$ cat src/design/tcce_pkg.sv
package tcce_pkg;

    // Command codes carried in the command field
    typedef enum logic [2:0] {
        CMD_PUT_CHAR   = 3'd0,
        CMD_SET_CURSOR = 3'd1,
        CMD_LEFT       = 3'd2,
        CMD_RIGHT      = 3'd3,
        CMD_HOME       = 3'd4,
        CMD_CLEAR      = 3'd5,
        CMD_BLINK_TICK = 3'd6,
        CMD_READ_CELL  = 3'd7
    } tcce_cmd_t;

    // Control characters and fill values
    localparam logic [7:0] CH_NEWLINE   = 8'd10;
    localparam logic [7:0] CH_RETURN    = 8'd13;
    localparam logic [7:0] CH_BACKSPACE = 8'd8;
    localparam logic [7:0] CH_BLANK     = 8'd32;
    localparam logic [7:0] RESET_ATTR   = 8'h07;

    // Configuration register indexes and reset values
    localparam logic [1:0] REG_COLUMNS = 2'd0;
    localparam logic [1:0] REG_ROWS    = 2'd1;
    localparam logic [1:0] REG_BLINK   = 2'd2;

    localparam logic [7:0] COLUMNS_RESET = 8'd80;
    localparam logic [6:0] ROWS_RESET    = 7'd25;
    localparam logic [7:0] BLINK_RESET   = 8'd50;

    localparam int CFG_ADDR_W = 4;
    localparam int CELL_W     = 16;

    typedef struct packed {
        tcce_cmd_t   command;
        logic [7:0]  character;
        logic [7:0]  attribute;
        logic [6:0]  target_row;
        logic [6:0]  target_column;
    } tcce_in_t;

    typedef struct packed {
        logic [6:0]  cursor_row;
        logic [6:0]  cursor_column;
        logic        cursor_shown;
        logic        scrolled;
        logic        cell_changed;
        logic [6:0]  cell_row;
        logic [6:0]  cell_column;
        logic [7:0]  cell_char;
        logic [7:0]  cell_attribute;
    } tcce_out_t;

    typedef struct packed {
        logic [7:0]  columns_in_use;
        logic [6:0]  rows_in_use;
        logic [7:0]  blink_period;
    } tcce_cfg_t;

endpackage

$ cat src/design/tcce_cfg.sv
module tcce_cfg (
    input  logic                               clk,
    input  logic                               rst_n,
    input  logic                               psel,
    input  logic                               penable,
    input  logic                               pwrite,
    input  logic [tcce_pkg::CFG_ADDR_W-1:0]    paddr,
    input  logic [31:0]                        pwdata,
    output logic [31:0]                        prdata,
    output logic                               pready,
    output tcce_pkg::tcce_cfg_t                cfg
);

    tcce_pkg::tcce_cfg_t cfg_reg;
    logic                wr_hit;
    logic [1:0]          reg_sel;

    assign reg_sel = paddr[3:2];
    assign wr_hit  = psel && penable && pwrite;
    assign pready  = 1'b1;
    assign cfg     = cfg_reg;

    // Take register writes in the access cycle
    always_ff @(posedge clk or negedge rst_n)
    begin
        if (!rst_n)
        begin
            cfg_reg.columns_in_use <= tcce_pkg::COLUMNS_RESET;
            cfg_reg.rows_in_use    <= tcce_pkg::ROWS_RESET;
            cfg_reg.blink_period   <= tcce_pkg::BLINK_RESET;
        end
        else if (wr_hit)
        begin
            unique case (reg_sel)
                tcce_pkg::REG_COLUMNS:
                begin
                    cfg_reg.columns_in_use <= pwdata[7:0];
                end
                tcce_pkg::REG_ROWS:
                begin
                    cfg_reg.rows_in_use <= pwdata[6:0];
                end
                tcce_pkg::REG_BLINK:
                begin
                    cfg_reg.blink_period <= pwdata[7:0];
                end
                default:
                begin
                end
            endcase
        end
    end

    // Return the addressed register, zero elsewhere
    always_comb
    begin
        prdata = '0;
        unique case (reg_sel)
            tcce_pkg::REG_COLUMNS:
            begin
                prdata[7:0] = cfg_reg.columns_in_use;
            end
            tcce_pkg::REG_ROWS:
            begin
                prdata[6:0] = cfg_reg.rows_in_use;
            end
            tcce_pkg::REG_BLINK:
            begin
                prdata[7:0] = cfg_reg.blink_period;
            end
            default:
            begin
                prdata = '0;
            end
        endcase
    end

endmodule

$ cat config.mk
export PLATFORM = sky130hd
export DESIGN_NAME = tcce_cfg
export DESIGN_NICKNAME = d
export VERILOG_FILES = /design/src/design/tcce_pkg.sv /design/src/design/tcce_cfg.sv
export SDC_FILE = /design/constraint.sdc
export NUM_CORES = 1
export LEC_CHECK = 0
export BUFFER_PORTS_ARGS = -buffer_cell sky130_fd_sc_hd__clkbuf_2
export CORE_MARGIN = 2
export CORE_UTILIZATION = 40
export CTS_BUF_LIST = sky130_fd_sc_hd__clkbuf_4
export DETAILED_ROUTE_END_ITERATION = 6
export PLACE_DENSITY = 0.88
export SLEW_MARGIN = 40
export SYNTH_ARGS = -nofsm -noshare
export SYNTH_HDL_FRONTEND = slang
export SYNTH_SLANG_ARGS = --single-unit
$ cat constraint.sdc
create_clock -name clk -period 0.9 [get_ports clk]
set_input_delay 0.045 -clock clk [delete_from_list [all_inputs] [get_ports clk]]
set_output_delay 0.045 -clock clk [all_outputs]
set_load 0.005 [all_outputs]
* Word level (Yosys, flattened, before mapping)
Index checks and enable logic that the tools add are counted.
W data, S select, Z words.
** Word-level totals
- Flip-flop bits (word level) :: 23
- Input bits :: 41
- Output and inout port bits :: 56
- Logic and storage cells :: 13
** Cells by class
- Equal/unequal tests :: 2
- Multiplexer cells :: 2
- Reductions and logical operators :: 6
** Operators with widths (number)
- $pmux W7 S3 :: 1
- $reduce_and A2 Y1 :: 3
- $eq A2 B1 Y1 const B :: 1
- $eq A2 B2 Y1 const B :: 1
- $logic_and A1 B1 Y1 :: 2
- $logic_not A2 Y1 :: 1
- $pmux W1 S2 :: 1

* Longest topological paths before layout
Gate-level depths: netlist (run 1).
- Word-level depth :: 3
- Gate-level depth with buffers :: 4
- Gate-level depth less buffers :: 3

* Least setup slack after synthesis (run 1)
Ideal clock, no wire load.
- Path kind :: input port to flip-flop
- Start :: input paddr[3] (netlist bit)
- End :: register cfg_reg (netlist bit cfg[15])
- Setup time :: 0.125 ns
- Arrival :: 0.960 ns
- Data required time :: 0.775 ns
- Setup slack :: -0.184 ns
- Cell stages on the path :: 3
- Cells stage by stage :: buf_6 -> nor3_2 -> mux2_2
** Between the ends
- Cells in the longest elaborated chain, start to end :: 2
** Ends and longest elaborated chain
- start, declared :: line tcce_cfg.sv:7 : input logic [tcce_pkg::CFG_ADDR_W-1:0] paddr,
- $logic_not A2 Y1 :: line tcce_cfg.sv:34 : unique case (reg_sel)
- $reduce_and A2 Y1 (no line)
- end, declared :: line tcce_cfg.sv:14 : tcce_pkg::tcce_cfg_t cfg_reg;
Every way passes these cells.
A chain may end at the register's enable or synchronous reset.

* Worst setup path in the final report (run 1)
- Start :: register cfg_reg (netlist bit cfg[21])
- End :: output prdata[6]
** Between the ends
- Cells in the longest elaborated chain, start to end :: 1
** Ends and longest elaborated chain
- $pmux W7 S3 :: line tcce_cfg.sv:58 : unique case (reg_sel)
- end, declared :: line tcce_cfg.sv:9 : output logic [31:0] prdata,
Every way passes these cells.

==> run_results.csv, run 1 <==
group,metric,value,unit
run_status,status,"complete, but fails checks",
run_status,violations,"negative setup slack",
cts,cts_tree,"done",
layout,area_growth,44.47,%
placed_design,place_inst,202,
pwr,p_per_area,1835,mW/mm^2
placed_design,io_buffers,45,
layout,nFillCells,253,
cts,clock_latency,0.31,ns
setup_path,arrival,1.22,ns
pwr,seq_power_share,45.3,%
cts,cts_buffer_depth,2,
setup_path,reg2regPathDepth,2,
setup_path,setup.worst_path.end_class,"output port",
sta,whs,0.004600,ns
drt,drc,0,
sta,fmax,0.7925,GHz
pwr,netSwitchingFraction,28.27,%
synth,netlist_top_cells_count,"buf_4, mux2_2, dfrtp_1, dfstp_2, mux2i_1",
grt,grt_max_degree,24,
sta,setup_viol,27,
synth,avgSynthCellArea,12.18,sq um
pwr,peakVddDrop,1.182,mV
layout,diodes,0,
synth,syn_area,0.001266,sq mm
sta,tightest_slew,0.5708,ns
cts,clkSinkCount,23,
grt,grt_pass1_wl,4450,microns
setup_path,start_kind,"register",
synth,synth_most_common_cell,"buf_4",
sta,worst_slack,-0.3618,ns
setup_path,worstPathRequired,0.85,ns
pwr,report.power.total,3.356,mW
synth,synthArstFlopShare,100.0,%
setup_path,crit_type,"reg2out",
sta,rsz0062_at_grt,"true",
synth,synth-seq-cells,23,
grt,grt_usage,17.02,%
pwr,p_int,2.408,mW
synth,synth_top_area_share,29.64,%
drt,routed_wl,2802,microns
pwr,p_leak,0.9402,nW
layout,drive_above_1_share,60.22,%
synth,yosysSeqAreaShare,46.25,%
cts,cts_buffers,3,
min_path,holdPathEnd,"cfg[12]$_DFFE_PN1P_",
cts,clk_pin_slew_worst_paths,0.12,ns
drt,num_vias,988,
setup_path,crit_start,"cfg[21]$_DFFE_PN1P_",
pwr,p_sw,948.7,uW
synth,synth_area_leaders,"dfrtp_1, mux2_2, dfstp_2, buf_4, mux2i_1",
sta,fin_crit_sh,140.2,%
placed_design,globalplace.congestion,0.7314,
synth,synthFlopType,"dfrtp_1",
sta,setup-tns-final,-4.278,ns
cts,clk_root_buffer_cell,"clkbuf_4",
die,ioPinCount,97,
synth,synth_top_area_cell,"dfrtp_1",
die,die_area,0.003632,sq mm
synth,synth_edf_count,0,
drt,ant_nets,0,
synth,ys_warn_count,0,
min_path,hold_class,"in2reg",
die,rows,20,
synth,synth_cell_type_count,16,
drt,drt_pass1_iterations,3,
setup_path,ff2ff_setup_slack,-0.03,ns
drt,viasPerCell,4.391,
sta,max_slew_margin,61.94,%
layout,largest_reg_flops,23,
sta,clock_skew,0,ns
drt,drt-wirelength-per-cell,12.45,microns
drt,drtIter0Drc,2,
setup_path,reg2reg_to,"cfg[16]$_DFFE_PN0P_",
grt,grt_overflow_total,0,
placed_design,dp_hpwl,1967,microns
min_path,hold_depth,2,
grt,antenna_found_initial,0,
layout,utilization,60.41,%
die,initial_core_util,41.82,%
flow_run,cap_violations,0,
synth,syn_inst,104,
die,core,0.003028,sq mm
placed_design,place_ws,-0.3537,ns
sta,fin_crit,1.262,ns
min_path,holdCritStartpoint,"pwdata[4]",
layout,fin_cells,225,
pwr,pwr-share-clk,15.1,%
placed_design,placed_cell_area,0.001559,sq mm
sta,hold_viol,0,
cts,htreeDepth,1,
layout,fin_area,0.001829,sq mm
die,die_y,60.27,microns
die,die_w,60.27,microns
grt,grt_pass1_vias,991,
setup_path,reg2reg_from,"cfg[16]$_DFFE_PN0P_",
pwr,power_frac_comb,39.6,%
setup_path,path_max_fanout,2,
layout,nets,223,
sta,drv_slew,0,
power by group through the flow:
| stage | combinational [mW] | clock [mW] | sequential (mW) |
|---|---|---|---|
| finish | 1.33 | 0.506 | 1.52 |
| global route | 1.46 | 0.572 | 1.55 |
| CTS | 1.20 | 0.513 | 1.51 |
| detailed placement | 0.956 | 0 | 1.53 |
| global placement | 0.928 | 0 | 1.53 |
| floorplan | 0.502 | 0 | 1.54 |
final cells by class:
type | count | area, sq um | area share [%]
sequential | 23 | 585.6 | 32.01
tap | 44 | 55.05 | 3.010
timing repair buffer | 78 | 568.0 | 31.05
multi-input combinational | 76 | 590.6 | 32.28
clock buffer | 4 | 30.03 | 1.642
cells by family (layout without fill, tap and decap cells):
| family | after synthesis | count (layout) | synth area share, % |
|---|---|---|---|
| simple gates | 13 | 13 | 6.621 |
| buf+inv | 28 | 82 | 17.00 |
| other cells | 2 | 25 | 0.5931 |
| compound gates | 7 | 7 | 2.767 |
| mux | 31 | 31 | 26.78 |
| flops | 23 | 23 | 46.24 |
what timing repair did:
action | 4_1_cts | 5_1_grt
buffers inserted | 8 | 5
setup endpoints to repair | 24 | 40
endpoints found under the hold margin | 29 | 2
resized for setup | 15 | 17
hold buffers | 7 | 1
cells in the final DEF, fill, tap and decap left out, drive strengths merged:
| cell | netlist | final |
|---|---|---|
| nor2b | 1 | 1 |
| nand3 | 1 | 1 |
| nor2 | 1 | 1 |
| mux2i | 8 | 8 |
| mux2 | 23 | 23 |
| dfstp | 8 | 8 |
| nor3 | 1 | 1 |
| nor3b | 1 | 1 |
| or3b | 1 | 1 |
| o21ai | 7 | 7 |
| conb | 2 | 25 |
| clkbuf | 0 | 37 |
| dlygate4sd3 | 0 | 8 |
| nand2 | 7 | 7 |
| dfrtp | 15 | 15 |
| buf | 28 | 37 |
metal layers:
metal,part of all wire (%),track usage (%),vias up
li1,-,-,461
met1,40,20.25,467
met2,51,29.50,55
met3,7.2,3.680,5
met4,1.7,6.984,0
met5,0,0,-
critical path, stage by stage (launching register included):
cell     delay, ns
dfstp_2       0.56
mux2i_1       0.07
o21ai_1       0.14
buf_2         0.13
worst max-delay path by stage:
stage / endpoint / cells after the start
2_1_floorplan: cfg[10]$_DFFE_PN0P_ / 4
3_3_place_gp: cfg[9]$_DFFE_PN0P_ / 4
3_5_place_dp: cfg[14]$_DFFE_PN0P_ / 4
4_1_cts: prdata[6] / 3
5_1_grt: prdata[4] / 3
6_report: prdata[6] / 3
Note: power is estimated with default switching activity, not from simulation.
==> run 2, diff against run 1 <==
CAP_MARGIN = 25   (was not set)
GPL_TIMING_DRIVEN = 0   (was not set)
REMOVE_ABC_BUFFERS = 1   (was not set)
==> run_results.csv, run 2 (synthesis results as in run 1) <==
group,metric,value,unit
run_status,status,"complete, but fails checks",
run_status,violations,"negative setup slack",
setup_path,worstPathRequired,0.85,ns
drt,drt_pass1_iterations,3,
setup_path,cp_cell_sequence,"mux2i_1 -> o21ai_1 -> buf_2",
sta,worst_slack,-0.3604,ns
setup_path,crit_type,"reg2out",
grt,grt_max_degree,24,
placed_design,placed_cell_area,0.001418,sq mm
sta,max_slew_margin,63.36,%
cts,cts_tree,"done",
sta,tightest_slew,0.5496,ns
drt,drc,0,
sta,fin_crit_sh,140.0,%
cts,clkSinkCount,23,
setup_path,path_max_fanout,2,
flow_run,cap_violations,0,
sta,setup_viol,21,
placed_design,io_buffers,45,
grt,grt_pass1_vias,803,
drt,ant_nets,0,
setup_path,cp_slowest_cell,"dfstp_2",
sta,clock_skew,0,ns
drt,drtIter0Drc,22,
layout,nets,216,
sta,fin_crit,1.260,ns
drt,viasPerCell,4.284,
setup_path,setup.worst_path.end_class,"output port",
min_path,hold_class,"in2async",
die,die_area,0.003632,sq mm
cts,clock_latency,0.30,ns
cts,cts_buffer_depth,2,
setup_path,path_buf_inv,1,
die,die_y,60.27,microns
pwr,p_leak,0.9047,nW
sta,rsz0062_at_grt,"true",
cts,cts_buffers,3,
grt,antenna_found_initial,0,
layout,drive_above_1_share,58.62,%
setup_path,crit_family,"flip-flops",
die,die_w,60.27,microns
sta,hold_viol,0,
layout,area_growth,40.61,%
sta,drv_slew,0,
die,rows,20,
layout,final_cell_mix,"clkbuf_2, conb_1, mux2_2",
setup_path,start_kind,"register",
drt,num_vias,934,
layout,largest_reg_flops,23,
placed_design,place_ws,-0.7033,ns
cts,clk_root_buffer_cell,"clkbuf_4",
grt,grt_pass1_wl,3788,microns
drt,routed_wl,2847,microns
cts,htreeDepth,1,
setup_path,arrival,1.22,ns
sta,fmax,0.7934,GHz
layout,diodes,0,
layout,fin_area,0.001780,sq mm
placed_design,globalplace.congestion,0.6474,
die,core,0.003028,sq mm
grt,grt_overflow_total,0,
layout,final_common_cell,"clkbuf_2",
drt,drt-wirelength-per-cell,13.06,microns
pwr,peakVddDrop,1.041,mV
cts,clk_pin_slew_worst_paths,0.11,ns
pwr,p_per_area,1836,mW/mm^2
grt,grt_usage,14.95,%
die,ioPinCount,97,
layout,nFillCells,244,
setup_path,critical_path.max_stage_delay,0.56,ns
die,initial_core_util,41.82,%
==> run 2: changes by cell type in the layout (fill, tap and decap cells not counted), moves of 2 or more <==
| cell | change |
|---|---|
| mux2_4 | -3 |
| o21ai_1 | -3 |
| o21ai_0 | +3 |
| buf_6 | +2 |
| mux2_2 | +3 |
| clkbuf_2 | -4 |
| buf_4 | -8 |
| clkbuf_4 | +2 |
==> run 2: metrics by stage <==
step                TNS, ns  instances  hold WS [ns]  total power [mW]  util [%]
CTS                  -3.935        215        0.2539             3.057     55.29
finish               -3.687        218        0.2574             3.268     58.80
global placement     -15.98        188       0.05345             2.301     46.82
detailed placement   -16.09        188       0.05189             2.335     46.82
global route         -5.678        218        0.2750             3.511     58.80
floorplan            -2.488         99       -0.2506             1.889         -
==> run 2: path summary, 6_finish.rpt <==
kind                            slack (ns)             endpoint                 from  depth (start not counted)
worst min register to register        0.54  cfg[10]$_DFFE_PN0P_  cfg[10]$_DFFE_PN0P_                          1
worst min-delay path                  0.26  cfg[16]$_DFFE_PN0P_                rst_n                          2
min in group clk                      0.38   cfg[5]$_DFFE_PN1P_               pwrite                          5
worst max register to register       -0.02   cfg[1]$_DFFE_PN1P_   cfg[1]$_DFFE_PN1P_                          3
max in group asynchronous             0.27  cfg[11]$_DFFE_PN1P_                rst_n                          2
worst max-delay path                 -0.36            prdata[5]   cfg[5]$_DFFE_PN1P_                          3
==> run 2: metal layers <==
layer	up-vias	share of wire, %	track usage [%]
met5	-	0	0
met4	0	0.28	2.857
met3	2	7.0	4.762
met2	53	54	27.48
met1	438	39	16.82
li1	441	-	-
==> run 2: power by group <==
part           total (mW)  switching (mW)  leakage (nW)  internal, mW
Sequential           1.51           0.175         0.268          1.34
Clock               0.481           0.278        0.0184         0.203
Combinational        1.28           0.449         0.618         0.828
==> run 2: repair_timing <==
item,in CTS,in global routing
endpoints found under the hold margin,37,0
setup endpoints to repair,39,34
resized for setup,13,24
cloned,0,0
buffers inserted,14,5
hold buffers,9,0
pin swaps,1,0
==> run 2: cell type report <==
| type | instances | area [sq um] | share of cell area [%] |
|---|---|---|---|
| Clock buffer | 4 | 30.03 | 1.687 |
| Sequential cell | 23 | 585.6 | 32.89 |
| Multi-Input combinational cell | 76 | 574.3 | 32.26 |
| Timing Repair Buffer | 71 | 535.5 | 30.08 |
| Tap cell | 44 | 55.05 | 3.092 |
